**src/hw/rtl/tcw_pkg.sv**
```systemverilog
// Package for the text console writer: screen geometry, cell codes and the
// cursor command and status types. No dependencies.
package tcw_pkg;

    localparam int COLS   = 80;
    localparam int ROWS   = 25;
    localparam int NCELLS = COLS * ROWS;

    localparam int CURSOR_W = 11;
    localparam int ADDR_W   = $clog2(NCELLS);
    localparam int ROW_W    = $clog2(ROWS + 1);
    localparam int COL_W    = $clog2(COLS);
    localparam int CELL_W   = 16;

    localparam logic [1:0] OP_PUT   = 2'd0;
    localparam logic [1:0] OP_READ  = 2'd1;
    localparam logic [1:0] OP_CLEAR = 2'd2;

    localparam logic [7:0] CH_NEWLINE   = 8'h0A;
    localparam logic [7:0] CH_BACKSPACE = 8'h08;
    localparam logic [7:0] CH_SPACE     = 8'h20;
    localparam logic [3:0] BLANK_FG     = 4'h0;
    localparam logic [3:0] BLANK_BG     = 4'hF;

    localparam logic [CELL_W-1:0] BLANK_CELL = {BLANK_FG, BLANK_BG, CH_SPACE};

    typedef enum logic [2:0] {
        CUR_NONE,
        CUR_CLEAR,
        CUR_SCROLL,
        CUR_NEWLINE,
        CUR_BACK,
        CUR_ADVANCE
    } cur_cmd_t;

    typedef struct packed {
        logic [CURSOR_W-1:0] cursor;
        logic [ROW_W-1:0]    row;
    } cur_status_t;

endpackage

```
**src/hw/rtl/tcw_cursor.sv**
```systemverilog
// Cursor unit: holds the cursor, the cursor row and the cursor's own row and
// column, and applies one command per cycle. Depends on tcw_pkg.
module tcw_cursor
    import tcw_pkg::*;
(
    input  logic        aclk,
    input  logic        aresetn,
    input  cur_cmd_t    cmd,
    output cur_status_t status
);

    localparam logic [CURSOR_W-1:0] SCROLL_CURSOR = CURSOR_W'((ROWS - 1) * COLS);
    localparam logic [ROW_W-1:0]    LAST_ROW      = ROW_W'(ROWS - 1);
    localparam logic [COL_W-1:0]    LAST_COL      = COL_W'(COLS - 1);

    logic [CURSOR_W-1:0] cursor_reg, cursor_next;
    logic [ROW_W-1:0]    row_reg, row_next;
    // crow/ccol track cursor / COLS and cursor % COLS, so no divider is needed.
    logic [ROW_W-1:0]    crow_reg, crow_next;
    logic [COL_W-1:0]    ccol_reg, ccol_next;
    logic [ROW_W-1:0]    row_inc;

    assign row_inc = row_reg + 1'b1;

    always_comb begin
        cursor_next = cursor_reg;
        row_next    = row_reg;
        crow_next   = crow_reg;
        ccol_next   = ccol_reg;
        unique case (cmd)
            CUR_NONE: begin
            end
            CUR_CLEAR: begin
                cursor_next = '0;
                row_next    = '0;
                crow_next   = '0;
                ccol_next   = '0;
            end
            CUR_SCROLL: begin
                cursor_next = SCROLL_CURSOR;
                row_next    = LAST_ROW;
                crow_next   = LAST_ROW;
                ccol_next   = '0;
            end
            CUR_NEWLINE: begin
                cursor_next = CURSOR_W'(row_inc * COLS);
                row_next    = row_inc;
                crow_next   = row_inc;
                ccol_next   = '0;
            end
            CUR_BACK: begin
                cursor_next = cursor_reg - 1'b1;
                if (ccol_reg == '0) begin
                    ccol_next = LAST_COL;
                    crow_next = crow_reg - 1'b1;
                end else begin
                    ccol_next = ccol_reg - 1'b1;
                end
            end
            CUR_ADVANCE: begin
                if (cursor_reg < CURSOR_W'(NCELLS)) begin
                    cursor_next = cursor_reg + 1'b1;
                    if (ccol_reg == LAST_COL) begin
                        ccol_next = '0;
                        crow_next = crow_reg + 1'b1;
                    end else begin
                        ccol_next = ccol_reg + 1'b1;
                    end
                end
                row_next = crow_next;
            end
            default: begin
            end
        endcase
    end

    always_ff @(posedge aclk) begin
        if (!aresetn) begin
            cursor_reg <= '0;
            row_reg    <= '0;
            crow_reg   <= '0;
            ccol_reg   <= '0;
        end else begin
            cursor_reg <= cursor_next;
            row_reg    <= row_next;
            crow_reg   <= crow_next;
            ccol_reg   <= ccol_next;
        end
    end

    assign status.cursor = cursor_reg;
    assign status.row    = row_reg;

endmodule

```
**config.mk**
```make
export PLATFORM = sky130hd
export DESIGN_NAME = tcw_cursor
export DESIGN_NICKNAME = d
export VERILOG_FILES = /design/src/hw/rtl/tcw_pkg.sv /design/src/hw/rtl/tcw_cursor.sv
export SDC_FILE = /design/constraint.sdc
export NUM_CORES = 1
export LEC_CHECK = 0
export BUFFER_PORTS_ARGS = -buffer_cell sky130_fd_sc_hd__buf_4
export CORE_MARGIN = 4
export CORE_UTILIZATION = 33
export CTS_CLUSTER_SIZE = 25
export DETAILED_ROUTE_END_ITERATION = 12
export PLACE_DENSITY = 0.51
export SETUP_SLACK_MARGIN = 0.4
export SYNTH_ARGS = -nofsm -noshare
export SYNTH_HDL_FRONTEND = slang
export SYNTH_SLANG_ARGS = --single-unit
```
**constraint.sdc**
```tcl
create_clock -name aclk -period 2.7 [get_ports aclk]
set_input_delay 0.27 -clock aclk [delete_from_list [all_inputs] [get_ports aclk]]
set_output_delay 0.27 -clock aclk [all_outputs]
set_load 0.05 [all_outputs]
```
==> flow_summary.html <==
<table>
<tr><th>Metric</th><th>Value</th></tr>
<tr><th colspan="2">Run status</th></tr>
<tr><td>Outcome</td><td>finished clean</td></tr>
<tr><th colspan="2">Power</th></tr>
<tr><td>Switching share of total power</td><td>0.385</td></tr>
<tr><td>Relative contribution of combinational cells to total power</td><td>0.380</td></tr>
<tr><td>Pwr dens</td><td>406 nW/um^2</td></tr>
<tr><td>Reg power frac</td><td>0.401</td></tr>
<tr><td>Static leakage</td><td>1.09 nW</td></tr>
<tr><td>Highest ir drop seen on vdd</td><td>0.204 mV</td></tr>
<tr><td>Cell-internal power</td><td>722 uW</td></tr>
<tr><td>Net Sw Power</td><td>451 uW</td></tr>
<tr><td>Clock share of power</td><td>0.219</td></tr>
<tr><th colspan="2">Global routing</th></tr>
<tr><td>Most used routing layer in global routing</td><td>met2</td></tr>
<tr><td>Total global-route track usage</td><td>0.155</td></tr>
<tr><td>Pin count of the biggest net entering global routing</td><td>32</td></tr>
<tr><td>Global routing met1 resource utilization</td><td>0.217</td></tr>
<tr><td>GR Overflow Total</td><td>0</td></tr>
<tr><td>Antenna violations before repair</td><td>0</td></tr>
<tr><td>Via count of the first global-routing pass</td><td>2244</td></tr>
<tr><td>Met3 usage</td><td>0.0128</td></tr>
<tr><td>Global-route wire length before repair</td><td>11100 um</td></tr>
<tr><td>Met2 layer usage reported by global route</td><td>0.252</td></tr>
<tr><th colspan="2">Die</th></tr>
<tr><td>Die height</td><td>94.3 um</td></tr>
<tr><td>Effective utilization at floorplan</td><td>0.338</td></tr>
<tr><td>Placement row count</td><td>31</td></tr>
<tr><td>Core Area</td><td>7250 sq um</td></tr>
<tr><td>Die width</td><td>94.3 um</td></tr>
<tr><td>Total die area</td><td>8880 sq um</td></tr>
<tr><td>Number of top-level design ports</td><td>21</td></tr>
<tr><th colspan="2">Placement</th></tr>
<tr><td>Routability congestion estimate from global placement</td><td>0.821</td></tr>
<tr><td>Quantity of I/O buffers inserted on ports</td><td>20</td></tr>
<tr><td>DP HPWL</td><td>4870 um</td></tr>
<tr><th colspan="2">Cells and area</th></tr>
<tr><td>Number of nets in the final layout</td><td>357</td></tr>
<tr><td>Growth of design area from synthesis to finish</td><td>17.7%</td></tr>
<tr><td>Share of post-route cells with drive strength above 1</td><td>0.207</td></tr>
<tr><td>N_diodes</td><td>0</td></tr>
<tr><td>Number of flip-flops in the largest register</td><td>11</td></tr>
<tr><th colspan="2">Job</th></tr>
<tr><td>Number of maximum-capacitance constraint violations</td><td>0</td></tr>
<tr><th colspan="2">Routing</th></tr>
<tr><td>Number of vias after detailed routing</td><td>2312</td></tr>
<tr><td>Iteration-0 DRC count of the detailed router</td><td>106</td></tr>
<tr><td>Routed Antenna Nets</td><td>0</td></tr>
<tr><td>Routed length per placed instance</td><td>15.5 um</td></tr>
<tr><td>Detailed-route DRC error count</td><td>0</td></tr>
<tr><td>Drt total wl</td><td>6630 um</td></tr>
<tr><td>Detailed Routing Iterations Pass 1</td><td>4</td></tr>
<tr><td>Via count normalized by instance count</td><td>5.40</td></tr>
<tr><th colspan="2">Setup path</th></tr>
<tr><td>Cell count of the worst reg-to-reg path</td><td>12</td></tr>
<tr><td>Slowest-stage cell, CP</td><td>fa_1</td></tr>
<tr><td>Kind of launch point of the worst setup path</td><td>primary input</td></tr>
<tr><td>Class of the most critical setup path</td><td>in -&gt; reg</td></tr>
<tr><td>Delay of the slowest cell on the worst path</td><td>450 ps</td></tr>
<tr><td>List of cells traversed by the critical path</td><td>buf_4 -&gt; nand2b_4 -&gt; nor2_4 -&gt; inv_2 -&gt; fa_1 -&gt; a211oi_1 -&gt; o21ai_1 -&gt; a41oi_1 -&gt; xnor2_1 -&gt; a221oi_1 -&gt; nor2b_1</td></tr>
<tr><td>Crit path max fanout</td><td>12</td></tr>
<tr><td>Arrival time of the worst setup path</td><td>2410 ps</td></tr>
<tr><td>Sort of element at the end of the critical path</td><td>register</td></tr>
<tr><td>Critical Path RT</td><td>2880 ps</td></tr>
<tr><th colspan="2">STA</th></tr>
<tr><td>Setup violation total in the final timing report</td><td>0</td></tr>
<tr><td>Least-Margin Pin Slew</td><td>738 ps</td></tr>
<tr><td>Highest clock rate</td><td>449 MHz</td></tr>
<tr><td>Setup repair after global routing missed its margin</td><td>true</td></tr>
<tr><td>Period utilisation layout</td><td>0.824</td></tr>
<tr><td>Max-slew headroom</td><td>0.503</td></tr>
<tr><td>Setup TNS</td><td>0 ps</td></tr>
<tr><td>Clock skew</td><td>5.42 ps</td></tr>
<tr><td>Hold slack</td><td>383 ps</td></tr>
<tr><td>Count of pins over their slew limit</td><td>0</td></tr>
<tr><td>Min Clock Period, post-route</td><td>2230 ps</td></tr>
<tr><td>Number of hold-slack violations in the final timing report</td><td>0</td></tr>
<tr><th colspan="2">Clock network</th></tr>
<tr><td>CTS tree</td><td>built</td></tr>
<tr><td>Clock root buffer</td><td>clkbuf_8</td></tr>
<tr><td>CTS Buffer Depth</td><td>2</td></tr>
<tr><td># H-tree levels</td><td>1</td></tr>
<tr><td>Clock net sink count</td><td>28</td></tr>
<tr><td>Hold buffers post-CTS</td><td>0</td></tr>
<tr><td>Clock slew at reported path FFs</td><td>110 ps</td></tr>
<tr><td>Clock latency on the worst-skew pair</td><td>290 ps</td></tr>
<tr><td>TritonCTS buffer count</td><td>3</td></tr>
<tr><th colspan="2">Synthesis</th></tr>
<tr><td>Count of flip-flops with a built-in enable after synthesis</td><td>0</td></tr>
<tr><td>Count of synthesis-stage warnings from yosys</td><td>0</td></tr>
<tr><td>Post-synthesis instance total</td><td>308</td></tr>
<tr><td>Proportion of synthesized flip-flops having asynchronous set or reset</td><td>0</td></tr>
<tr><td>Count of unique library cells instantiated by Yosys</td><td>65</td></tr>
<tr><td>Synth Cell Area</td><td>2450 sq um</td></tr>
<tr><td>Average cell area after synthesis</td><td>7.97 sq um</td></tr>
<tr><td>Dominant register cell in the synthesized netlist</td><td>dfxtp_1</td></tr>
<tr><td>Sequential area share after synthesis</td><td>0.228</td></tr>
<tr><td>Largest area contributor in the synthesized netlist</td><td>dfxtp_1</td></tr>
<tr><td>Ranking of synthesized cells by area</td><td>dfxtp_1 23%, ha_1 10%, a21oi_1 5.7%</td></tr>
<tr><td>Portion of synthesized cell area occupied by the leading cell type</td><td>0.228</td></tr>
<tr><td>Flip-flop and latch count after synthesis</td><td>28</td></tr>
<tr><td>Post-synthesis net count</td><td>335</td></tr>
<tr><th colspan="2">Hold path</th></tr>
<tr><td>Hold crit path type</td><td>in -&gt; reg</td></tr>
<tr><td>Hold Path Depth</td><td>2</td></tr>
</table>
## final timing paths
check	slack, ps	end	startpoint
worst min register to register	490	cursor_reg[2]$_SDFFE_PN0P_	cursor_reg[2]$_SDFFE_PN0P_
worst min-delay path	380	cursor_reg[8]$_SDFFE_PN0P_	aresetn
worst max register to register	500	cursor_reg[10]$_SDFFE_PN0P_	row_reg[0]$_SDFFE_PN0P_
worst max-delay path	470	cursor_reg[10]$_SDFFE_PN0P_	cmd[1]
## per-stage QoR
step           cells  total power, mW  cell area (sq um)  utilization  setup WS [ps]
6_report         428             1.17               2890        0.398            475
5_1_grt          428             1.25               2890        0.398            348
2_1_floorplan    308            0.815               2500            -            328
3_3_place_gp     418            0.918               2720        0.375            209
4_1_cts          427             1.18               2850        0.393            397
3_5_place_dp     418            0.915               2720        0.375            156
## synthesized netlist by cell type, types with 3 or more instances
cell type  count
a21oi_1       28
dfxtp_1       28
nand2_1       25
ha_1          20
o21ai_0       19
nor2_1        16
inv_1         13
xnor2_1       12
nand3_1       11
nor2b_1        9
nor3_1         9
a21boi_1       8
xor2_1         8
o21ai_1        6
a31oi_1        5
buf_4          5
clkbuf_1       5
a21o_1         4
a221oi_1       4
o22ai_1        4
a211oi_1       3
a22oi_1        3
buf_6          3
nand4_1        3
or3_1          3
## layer usage
metal	up-vias	wire (um)
met1	1101	3320
met5	-	0
met4	0	106
li1	1170	-
met3	7	156
met2	34	3050
## power groups by stage
stage	registers, mW	clock network [mW]	logic (mW)
global route	0.476	0.282	0.494
global placement	0.481	0	0.437
detailed placement	0.481	0	0.434
CTS	0.471	0.265	0.442
floorplan	0.522	0	0.292
finish	0.470	0.257	0.446
## logic make-up after synthesis
kind of cell,synth area share
adders and majority gates,0.118
AOI/OAI and AO/OA,0.291
DFF,0.228
and+or+nand+nor,0.217
buffers and inverters,0.0652
xor gates and xnor gates,0.0714
muxes,0.00866
## worst max-delay path, delay by kind of cell
kind	cells	cell delay, ps
AND/OR/NAND/NOR	3	330
XOR/XNOR	1	100
AO/OA/AOI/OAI	4	1010
adder cells (fa/ha/maj)	1	450
buffers and inverters	2	250
## cell type report
cell class	instances	area [sq um]
Sequential cell	28	573
Timing Repair Buffer	33	248
Tap cell	99	124
Fill cell	765	4360
Clock buffer	4	45.0
Inverter	15	56.3
Multi-Input combinational cell	249	1840
## cells in the final DEF, fill, tap and decap left out, types with 4 or more instances in the layout
cell type and instances:
a21boi_1 9, a21o_1 4, a21oi_1 26, a31oi_1 5, buf_4 33, dfxtp_1 24, ha_1 17, inv_1 12
nand2_1 25, nand3_1 10, nor2_1 16, nor2b_1 9, nor3_1 9, o21ai_0 19, o21ai_1 6, o22ai_1 4
xnor2_1 10, xor2_1 6
## what timing repair did
item / in CTS / in global routing
setup buffers: 5 / 1
cloned: 0 / 0
setup endpoints to repair: 2 / 5
pin swaps: 6 / 9
resized for setup: 5 / 8
No activity file was read; power rests on OpenSTA's default activity.
